===== src/rtl/flc_pkg.sv =====
`default_nettype none

package flc_pkg;

  // Control that travels with each request down the pipeline
  typedef struct packed {
    logic valid;
    logic func;
    logic nonpos;
  } ctl_t;

  // Function select codes
  localparam logic FUNC_DB = 1'b0;
  localparam logic FUNC_LN = 1'b1;

  // 1/sqrt(2) in Q2.30
  localparam logic signed [31:0] K_INV_SQRT2 = 32'sd759250112;

  // Minimax coefficients for log10 in Q6.26
  localparam logic signed [31:0] K_A5 = 32'sd75959200;
  localparam logic signed [31:0] K_A4 = -32'sd285795040;
  localparam logic signed [31:0] K_A3 = 32'sd457435200;
  localparam logic signed [31:0] K_A2 = -32'sd410610304;
  localparam logic signed [31:0] K_A1 = 32'sd244982704;
  localparam logic signed [31:0] K_A0 = -32'sd81731488;

  // log10(2) in Q6.26, ln(10) in Q3.29, dB scale in Q0
  localparam logic signed [31:0] K_LOG10_2 = 32'sd20201782;
  localparam logic signed [31:0] K_LN10    = 32'sd1236190976;
  localparam logic signed [31:0] K_DB_SCALE = 32'sd20;

  // Floor values for a non-positive input
  localparam logic signed [31:0] K_FLOOR_DB = -32'sd2097152000;
  localparam logic signed [31:0] K_FLOOR_LN = -32'sd2013265920;

  // Product shift amounts (qa + qb - qy - 1)
  localparam int unsigned SH_Q30  = 29;
  localparam int unsigned SH_EXP  = 0;
  localparam int unsigned SH_LN   = 28;
  localparam int unsigned SH_DB   = 4;

  // Rounded 32x32 product: (a*b + 2^sh) >>> (sh+1), low 32 bits kept
  function automatic logic signed [31:0] rmul(input logic signed [31:0] a,
                                              input logic signed [31:0] b,
                                              input int unsigned sh);
    logic signed [63:0] prod;
    logic signed [63:0] sum;
    prod = a * b;
    sum  = prod + (64'sd1 <<< sh);
    sum  = sum >>> (sh + 1);
    return sum[31:0];
  endfunction

endpackage

`default_nettype wire


===== src/rtl/flc_norm.sv =====
`default_nettype none

module flc_norm (
  input  wire logic               clk,
  input  wire logic               rst,
  input  wire logic               in_valid,
  input  wire logic               func,
  input  wire logic signed [31:0] lin_value,
  output flc_pkg::ctl_t           ctl,
  output logic signed [31:0]      mant,
  output logic signed [6:0]       exp2
);

  logic [4:0]         msb_pos;
  logic [32:0]        mant_round;
  logic signed [31:0] mant_norm;
  logic signed [6:0]  exp_diff;
  logic signed [6:0]  exp_norm;

  flc_pkg::ctl_t      ctl1;
  logic signed [31:0] mant1;
  logic signed [6:0]  exp1;

  logic               fold;
  logic signed [31:0] mant_scaled;

  // Find leading one: position + 1, zero when no bit below the sign is set
  always_comb begin
    msb_pos = '0;
    for (int i = 0; i < 31; i++) begin
      if (lin_value[i]) begin
        msb_pos = 5'(i + 1);
      end
    end
  end

  // Normalize to a Q2.30 mantissa; round when bit 30 is set
  always_comb begin
    mant_round = {1'b0, lin_value} + 33'd1;
    if (lin_value[30]) begin
      mant_norm = mant_round[32:1];
    end else begin
      mant_norm = lin_value << (5'd30 - msb_pos);
    end
    exp_diff = $signed({2'b00, msb_pos}) - 7'sd26;
    exp_norm = {exp_diff[5:0], 1'b0};
  end

  // Stage 1: hold normalized mantissa and exponent in half octaves
  always_ff @(posedge clk) begin
    if (rst) begin
      ctl1.valid <= 1'b0;
    end else begin
      ctl1.valid <= in_valid;
    end
    ctl1.func   <= func;
    ctl1.nonpos <= lin_value[31] | (lin_value == 32'sd0);
    mant1       <= mant_norm;
    exp1        <= exp_norm;
  end

  // Fold the upper half octave down by 1/sqrt(2)
  always_comb begin
    fold        = mant1 > flc_pkg::K_INV_SQRT2;
    mant_scaled = flc_pkg::rmul(mant1, flc_pkg::K_INV_SQRT2, flc_pkg::SH_Q30);
  end

  // Stage 2: hold folded mantissa
  always_ff @(posedge clk) begin
    if (rst) begin
      ctl.valid <= 1'b0;
    end else begin
      ctl.valid <= ctl1.valid;
    end
    ctl.func   <= ctl1.func;
    ctl.nonpos <= ctl1.nonpos;
    mant       <= fold ? mant_scaled : mant1;
    exp2       <= exp1 + {6'd0, fold};
  end

endmodule

`default_nettype wire


===== config.mk =====
export PLATFORM = sky130hd
export DESIGN_NAME = flc_norm
export DESIGN_NICKNAME = d
export VERILOG_FILES = /design/src/rtl/flc_pkg.sv /design/src/rtl/flc_norm.sv
export SDC_FILE = /design/constraint.sdc
export NUM_CORES = 1
export LEC_CHECK = 0
export BUFFER_PORTS_ARGS = -buffer_cell sky130_fd_sc_hd__buf_2
export CAP_MARGIN = 20
export CORE_MARGIN = 2
export CORE_UTILIZATION = 45
export CTS_BUF_LIST = sky130_fd_sc_hd__clkbuf_4
export DETAILED_ROUTE_END_ITERATION = 10
export PLACE_DENSITY = 0.67
export SLEW_MARGIN = 20
export SYNTH_ARGS = -nofsm -noshare
export SYNTH_HDL_FRONTEND = slang
export SYNTH_SLANG_ARGS = --single-unit
export TNS_END_PERCENT = 30

===== constraint.sdc =====
create_clock -name clk -period 13.6 [get_ports clk]
set_input_delay 2.04 -clock clk [delete_from_list [all_inputs] [get_ports clk]]
set_output_delay 2.04 -clock clk [all_outputs]
set_load 0.01 [all_outputs]

==> results list, run 1 <==
- The total overflow left after global routing is 0.
- At the later pin of the worst-skew pair, clock insertion delay measures 0.60 ns.
* Setup slack at placement: 4.68 ns
- The final max-slew violation count was 0.
- After clock tree synthesis, the setup repair step added 0 buffers.
- The floorplan step set the die width to 217 um.
- Minimum period implied by the final worst setup slack: 9.03 ns
- Clock tree synthesis found a total of 83 sinks.
* Detail Placement HPWL: 45,500 um
- The cell sitting at the root of the clock tree is a sky130_fd_sc_hd__clkbuf_4.
- Final Hold Viols: 0
* Worst setup margin: 4.57 ns
* CTS buffer count: 9
* Summed area of non-filler cells in the final layout: 0.0216 mm2
- Data on the critical path arrives at its endpoint at 9.58 ns.
- TritonCTS built the clock tree.
- Final setup TNS: 0 ns
- In this run, post-CTS hold repair placed 0 buffers.
- Share of cells above drive strength 1: 6.73%
- Max-cap violations in this run came to 0.
* Stage delay of the slowest cell on the critical path: 0.84 ns
- In this run the cell area measured after placement is 0.0215 mm2.
- DRT Pass-1 Iters: 5
* Total via count in the routed design: 15,563
- The synthesized netlist occupies a cell area of 0.0204 mm2.
* Kind of path behind the tightest hold check: reg2reg
- Counting flops and latches in the post-synthesis netlist gives 83.
- The initial utilization of the core area, before any placement, comes to 45.3%.
- Core Region: 0.0451 mm2
- Compared with the post-synthesis result, the final layout area differs by 5.67%.
- For this run, design rule violations remaining after detail routing come to 0.
* Final Net Count: 2,975
* Combined buffer and inverter count along the critical path: 4
* Critical path endpoint category: flop
- Area contributors post-synth: sky130_fd_sc_hd__fa_1, sky130_fd_sc_hd__ha_1, sky130_fd_sc_hd__inv_1
- Max frequency: 0.111 GHz
- The Yosys step of the flow raised 0 warnings.
- Wires add up to 54,800 um.
- Routed wire per std cell: 19.0 um
* CTS Buffer Depth: 2
- Number of buffers added on ports: 77
- Post-CTS repair changed the size of 0 cells.
- Setup crit start kind: flop
- Overall die height: 217 um
- Data on the critical path is required at its endpoint by 14.16 ns.
- The synthesized design spends more area on one cell type than any other, namely sky130_fd_sc_hd__fa_1.
* Number of stages on the worst hold path: 0
- Number of setup violations in the final report: 0
- The number of cells on the worst reg-to-reg path is 24.
* Dominant synthesized flop cell: sky130_fd_sc_hd__dfxtp_1
- The clock arrives with 0.0294 ns of skew.
- When the netlist entered floorplanning its net count stood at 2,935.
- Cells after synthesis: 2,242
* Post-route insts no fill: 2,891
- Counting stages on the worst path, the most repeated cell is sky130_fd_sc_hd__fa_1.
- Clock-pin slew reported for the worst setup and hold paths after clock tree synthesis: 0.15 ns
- Critical-path cell with the highest stage delay: sky130_fd_sc_hd__dfxtp_1
- Using the TritonRoute via totals, the vias-per-cell ratio works out to 5.38.
* Relative slew slack: 26.7%
* Setup repair after global routing missed its margin: false
* Number of primary I/O pins: 78
- Cell total after placement: 2,871
- The initial antenna violation count was 2.
* Largest net degree at the start of global routing: 63
- Share of synthesized flip-flops with an asynchronous set or reset: 0%
* Die ar.: 0.0471 mm2
- Of all nets on the critical path, the largest fanout is 11.
* Portion of the post-synthesis area used by sequential elements: 8.13%
- Post-route ant nets: 0
- EDFF count, synth: 0
- Cell family with the largest share of critical-path delay: adder cells
* CP Cell Sequence: inv_1 -> fa_1 -> fa_1 -> inv_1 -> ha_1 -> fa_1 -> fa_1 -> fa_1 -> inv_1 -> fa_1 -> inv_1 -> ha_1 -> and3_1 -> and3_1 -> nand2_1 -> a211oi_2 -> o21ai_0 -> a2111oi_2 -> nand4b_1 -> nor4_2 -> and4bb_4 -> o211ai_2 -> or4_1 -> nand3_1
- Fraction of synthesized cell area taken by the top area cell type: 31.8%
* Logic depth of the worst setup path including buffers: 24
- Slew @ Worst Pin: 1.10 ns
- First-pass GRT wire length: 89,300 um
- Number of DRC markers in iteration 0: 1,315
- Via count of the first global-routing pass: 16,414
- For this run, the total global-route usage over all layers was measured as 24.5%.
- Gp weighted congestion: 0.957
* Avg Cell Area, Syn: 9.11 um2
- Status: completed
- The critical path is of the reg2reg type.
* Distinct cell type count after synthesis: 84
- Max H-tree Level: 3
- The initialized floorplan defines 78 standard-cell rows.
* Share of the clock period used by the worst path: 66.4%
[per-stage QoR]
stage	hold slack [ns]	utilization (%)
finish	0.343	47.9
global route	0.347	47.9
CTS	0.345	47.9
detailed placement	0.313	47.6
global placement	0.310	47.6
floorplan	0.310	-
[cell type report]
class                      instances  area (um2)
antenna                            4        10.0
clock buffer                      11        82.6
clock inverter                     5        38.8
fill                            4310       23500
inverter                         584        2190
multi-input combinational       1513       16400
sequential                        83        1660
tap                              600         751
timing repair buffer              91         490
[cell families (layout without fill, tap and decap cells)]
logic type | count (synthesis) | in the layout | share of synthesized area [%]
adder cells (fa/ha/maj) | 657 | 657 | 52.2
XOR/XNOR | 96 | 96 | 4.12
buffers and inverters | 646 | 691 | 11.9
other | 0 | 4 | 0
AND/OR/NAND/NOR | 399 | 399 | 9.79
AO/OA/AOI/OAI | 304 | 304 | 10.2
multiplexers | 57 | 57 | 3.72
flip-flops | 83 | 83 | 8.13
[path summary, 6_finish.rpt]
kind | start | to | slack (ns)
setup / recovery | mant1[25] | mant[31] | 4.57
hold / removal | exp1[1] | exp2[1] | 0.34
setup reg to reg | mant1[25] | mant[31] | 4.57
hold reg to reg | exp1[1] | exp2[1] | 0.34
[synthesized netlist by cell type, types with 4 or more instances]
| cell type | number |
|---|---|
| sky130_fd_sc_hd__nand4b_1 | 5 |
| sky130_fd_sc_hd__o21ai_0 | 68 |
| sky130_fd_sc_hd__a21boi_0 | 4 |
| sky130_fd_sc_hd__nor3_1 | 29 |
| sky130_fd_sc_hd__a22oi_1 | 8 |
| sky130_fd_sc_hd__o21a_1 | 4 |
| sky130_fd_sc_hd__o31ai_1 | 9 |
| sky130_fd_sc_hd__and3_1 | 14 |
| sky130_fd_sc_hd__o21bai_1 | 6 |
| sky130_fd_sc_hd__nand4_1 | 20 |
| sky130_fd_sc_hd__nand3_1 | 51 |
| sky130_fd_sc_hd__a31oi_1 | 7 |
| sky130_fd_sc_hd__fa_1 | 325 |
| sky130_fd_sc_hd__dfxtp_1 | 83 |
| sky130_fd_sc_hd__xor2_1 | 34 |
| sky130_fd_sc_hd__or2_2 | 4 |
| sky130_fd_sc_hd__xnor2_1 | 62 |
| sky130_fd_sc_hd__nor2_1 | 83 |
| sky130_fd_sc_hd__a21oi_1 | 66 |
| sky130_fd_sc_hd__ha_1 | 332 |
| sky130_fd_sc_hd__nand2_1 | 127 |
| sky130_fd_sc_hd__a211oi_1 | 8 |
| sky130_fd_sc_hd__nand2b_1 | 6 |
| sky130_fd_sc_hd__inv_1 | 584 |
| sky130_fd_sc_hd__mux4_2 | 15 |
| sky130_fd_sc_hd__and2_1 | 8 |
| sky130_fd_sc_hd__nor2b_1 | 8 |
| sky130_fd_sc_hd__a21o_1 | 14 |
| sky130_fd_sc_hd__or3_1 | 9 |
| sky130_fd_sc_hd__o22ai_1 | 11 |
| sky130_fd_sc_hd__nor4_1 | 7 |
| sky130_fd_sc_hd__o221ai_1 | 18 |
| sky130_fd_sc_hd__a32oi_1 | 4 |
| sky130_fd_sc_hd__clkbuf_1 | 53 |
| sky130_fd_sc_hd__o211ai_1 | 20 |
| sky130_fd_sc_hd__buf_2 | 6 |
| sky130_fd_sc_hd__mux2i_1 | 41 |
| sky130_fd_sc_hd__o21ai_1 | 9 |
[sequential cells by signal, summed over array words and instances, names as in the netlist]
name,flops
exp2,7
ctl,3
mant1,32
ctl1,3
mant,32
exp1,6
[layout by cell type (no fill, tap or decap), types with 18 or more instances in the layout]
master	n
sky130_fd_sc_hd__o21ai_0	68
sky130_fd_sc_hd__xnor2_1	61
sky130_fd_sc_hd__dfxtp_1	82
sky130_fd_sc_hd__xor2_1	34
sky130_fd_sc_hd__buf_2	77
sky130_fd_sc_hd__nor2_1	83
sky130_fd_sc_hd__nor3_1	29
sky130_fd_sc_hd__nand4_1	20
sky130_fd_sc_hd__a21oi_1	66
sky130_fd_sc_hd__nand3_1	50
sky130_fd_sc_hd__o211ai_1	20
sky130_fd_sc_hd__inv_1	584
sky130_fd_sc_hd__fa_1	325
sky130_fd_sc_hd__mux2i_1	41
sky130_fd_sc_hd__o221ai_1	18
sky130_fd_sc_hd__ha_1	332
sky130_fd_sc_hd__nand2_1	127
[metal layers]
layer / track usage, % / routed length, um
met5: 0 / 0
met4: 8.45 / 1700
met3: 4.28 / 3460
met2: 39.0 / 25100
met1: 33.6 / 24600
Power of run 1 is left out: the tool's default activity adds up to more than one toggle a clock period on the data nets, which glitch-free logic cannot reach.
==> run 2: changes to the inputs <==
--- a/config.mk
+++ b/config.mk
@@ -11,7 +11,7 @@
 export CORE_UTILIZATION = 45
 export CTS_BUF_LIST = sky130_fd_sc_hd__clkbuf_4
 export DETAILED_ROUTE_END_ITERATION = 10
-export PLACE_DENSITY = 0.67
+export PLACE_DENSITY = 0.69
 export SLEW_MARGIN = 20
 export SYNTH_ARGS = -nofsm -noshare
 export SYNTH_HDL_FRONTEND = slang
==> constraint.sdc (replaced) <==
create_clock -name clk -period 7.7 [get_ports clk]
set_input_delay 1.155 -clock clk [delete_from_list [all_inputs] [get_ports clk]]
set_output_delay 1.155 -clock clk [all_outputs]
set_load 0.01 [all_outputs]
==> results list, run 2 (synthesis results as in run 1) <==
- Status: completed
- The final count of hold timing violations is 0.
- Number of design rule violations left after detail routing: 0
- The global routing stage identified its most utilized layer as met2.
- Minimum period implied by the final worst setup slack: 7.47 ns
* Worst setup margin: 0.229 ns
- GR met1 Demand/Resource: 33.4%
- Top library cells by usage in the layout, fill and taps aside: sky130_fd_sc_hd__inv_1, sky130_fd_sc_hd__fa_1, sky130_fd_sc_hd__ha_1
- Data on the critical path arrives at its endpoint at 8.02 ns.
- Setup violations remaining at the end of the flow were counted as 0.
* Number of buffers added on ports: 77
- TritonCTS clock tree: done
- Share of the clock period used by the worst path: 97.0%
- Share of cells above drive strength 1: 14.7%
- Setup crit start kind: flop
- After the last flow step, the layout net total stands at 3,099.
* Total wirelength of the detailed-routed design: 56,100 um
- In this run the vertical extent of the chip is 217 um.
- Buffers inserted to repair hold after CTS numbered 0.
- For this block, the initial DRC count from the detailed router was 1,211.
* CTS buffer count: 9
- Worst r2r dst: mant[31]
* Die ar.: 0.0471 mm2
- CTS placed an instance of sky130_fd_sc_hd__clkbuf_4 at the clock tree root.
- Global-route congestion overflow total: 0
* Critical-path cell with the highest stage delay: sky130_fd_sc_hd__fa_1
* Kind of path behind the tightest hold check: reg2reg
* Stage delay of the slowest cell on the critical path: 0.57 ns
- Relative slew slack: 28.9%
- For this run, the detailed router's first-pass iteration total came to 5.
- Area Growth Syn to Fin: 12.4%
* Max H-tree Level: 3
- No sink is reached through more buffers than the 2 on the longest clock path.
- The floorplan step defined a core boundary enclosing 0.0451 mm2.
- Combined buffer and inverter count along the critical path: 6
- GR Layer Usage met2: 41.2%
- The worst setup path is captured at a flop.
* Gp weighted congestion: 0.977
- Number of primary I/O pins: 78
- OpenSTA, run right after detailed placement, puts the worst setup slack at 0.0403 ns.
- Entering global routing, the biggest net connects 63 pins.
* Logic depth of the worst setup path including buffers: 26
- Number of antenna violations at the first check in global routing: 1
- Worst reg-to-reg setup slack: 0.23 ns
- Crit Reg-Reg Startpoint: mant1[14]
- Clock insertion delay at the later pin of the skew report: 0.62 ns
- Crit Path Class: reg2reg
- Global routing consumed, on the met3 layer, 2.80% of the routing resources.
- The largest registers in the layout are mant1 x32, mant x32, exp2 x7.
- Using the TritonRoute via totals, the vias-per-cell ratio works out to 5.33.
* First-pass GRT wire length: 90,400 um
* Worst EP required: 8.25 ns
- CP startpoint: mant1[14]
- The number of global-route vias before repair came to 16,911.
* Multi-input gate area in the final layout: 0.0167 mm2
* Layout Skew: 0.0461 ns
* Clock-pin slew reported for the worst setup and hold paths after clock tree synthesis: 0.18 ns
- Clock tree synthesis found a total of 83 sinks.
* Initial Utilization: 45.3%
- Count of fill cells added during filler insertion: 4,127
- Sequential standard cell area: 0.00170 mm2
- Num rows: 78
- Total via count in the routed design: 16,051
* Cell family with the largest share of critical-path delay: adder cells
- For the pin with the worst max-slew slack, the measured transition is 1.04 ns.
- Along the worst path, the maximum fanout reaches 8.
- In this run the remaining antenna-violating nets after routing total 0.
- Count of final max-slew check failures: 0
- Max frequency: 0.134 GHz
- Max-cap violation count: 0
- Most common cell after layout, fill and taps aside: sky130_fd_sc_hd__inv_1
- After detailed routing, the average wire length per cell comes to 18.6 um.
- Capturing element of the worst setup path: mant[31]
- Global routing used 24.7% of the available tracks.
- The cell that appears most often on the critical path is sky130_fd_sc_hd__fa_1.
- Worst R2R Path Depth: 26
- The die is 217 um wide.
* Detail Placement HPWL: 47,400 um
run 2: how the worst min path moves through the flow:
stage / startpoint / endpoint / slack [ns] / cells after the start
after global placement: ctl1[1] / ctl[1] / 0.31 / 0
after detailed placement: ctl1[1] / ctl[1] / 0.31 / 0
after global routing: ctl1[0] / ctl[0] / 0.35 / 0
after floorplan: ctl1[0] / ctl[0] / 0.31 / 0
after CTS: exp1[5] / exp2[5] / 0.35 / 0
final: exp1[5] / exp2[5] / 0.35 / 0
run 2: layer usage:
layer	vias up	wire length [um]
li1	7530	-
met1	7950	25100
met2	479	26500
met3	92	2800
met4	0	1780
met5	-	0
run 2: cell type report:
| cell class | count | area share (%) |
|---|---|---|
| Clock buffer | 9 | 0.294 |
| Timing Repair Buffer | 215 | 6.47 |
| Tap cell | 600 | 3.27 |
| Multi-Input combinational cell | 1513 | 72.7 |
| Antenna cell | 2 | 0.0218 |
| Sequential cell | 83 | 7.39 |
| Inverter | 584 | 9.58 |
| Clock inverter | 7 | 0.322 |
run 2: repair_timing:
action	in CTS	in global routing
buffers inserted	5	14
gates resized for setup	6	97
endpoints found under the setup margin	1	17
endpoints found under the hold margin	0	0
pin swaps	1	33
cloned	0	0
run 2: per-stage QoR:
step / TNS, ns / instances / hold slack (ns) / utilization (%) / area (um2)
after detailed placement: 0 / 2976 / 0.313 / 49.4 / 22300
final: 0 / 3013 / 0.345 / 50.9 / 23000
after CTS: 0 / 2997 / 0.346 / 49.8 / 22500
after floorplan: 0 / 2242 / 0.310 / - / 20400
after global placement: 0 / 2976 / 0.310 / 49.4 / 22300
after global routing: -0.0768 / 3012 / 0.349 / 50.9 / 22900
run 2: worst reg2reg max path: cells and delay by family (launching register included):
kind,cells,cell delay (ns)
and+or+nand+nor,7,1.69
adders and majority gates,8,3.56
buffers and inverters,6,0.80
AOI/OAI and AO/OA,5,0.95
DFF,1,0.39
Power of run 2 is left out for the same reason.
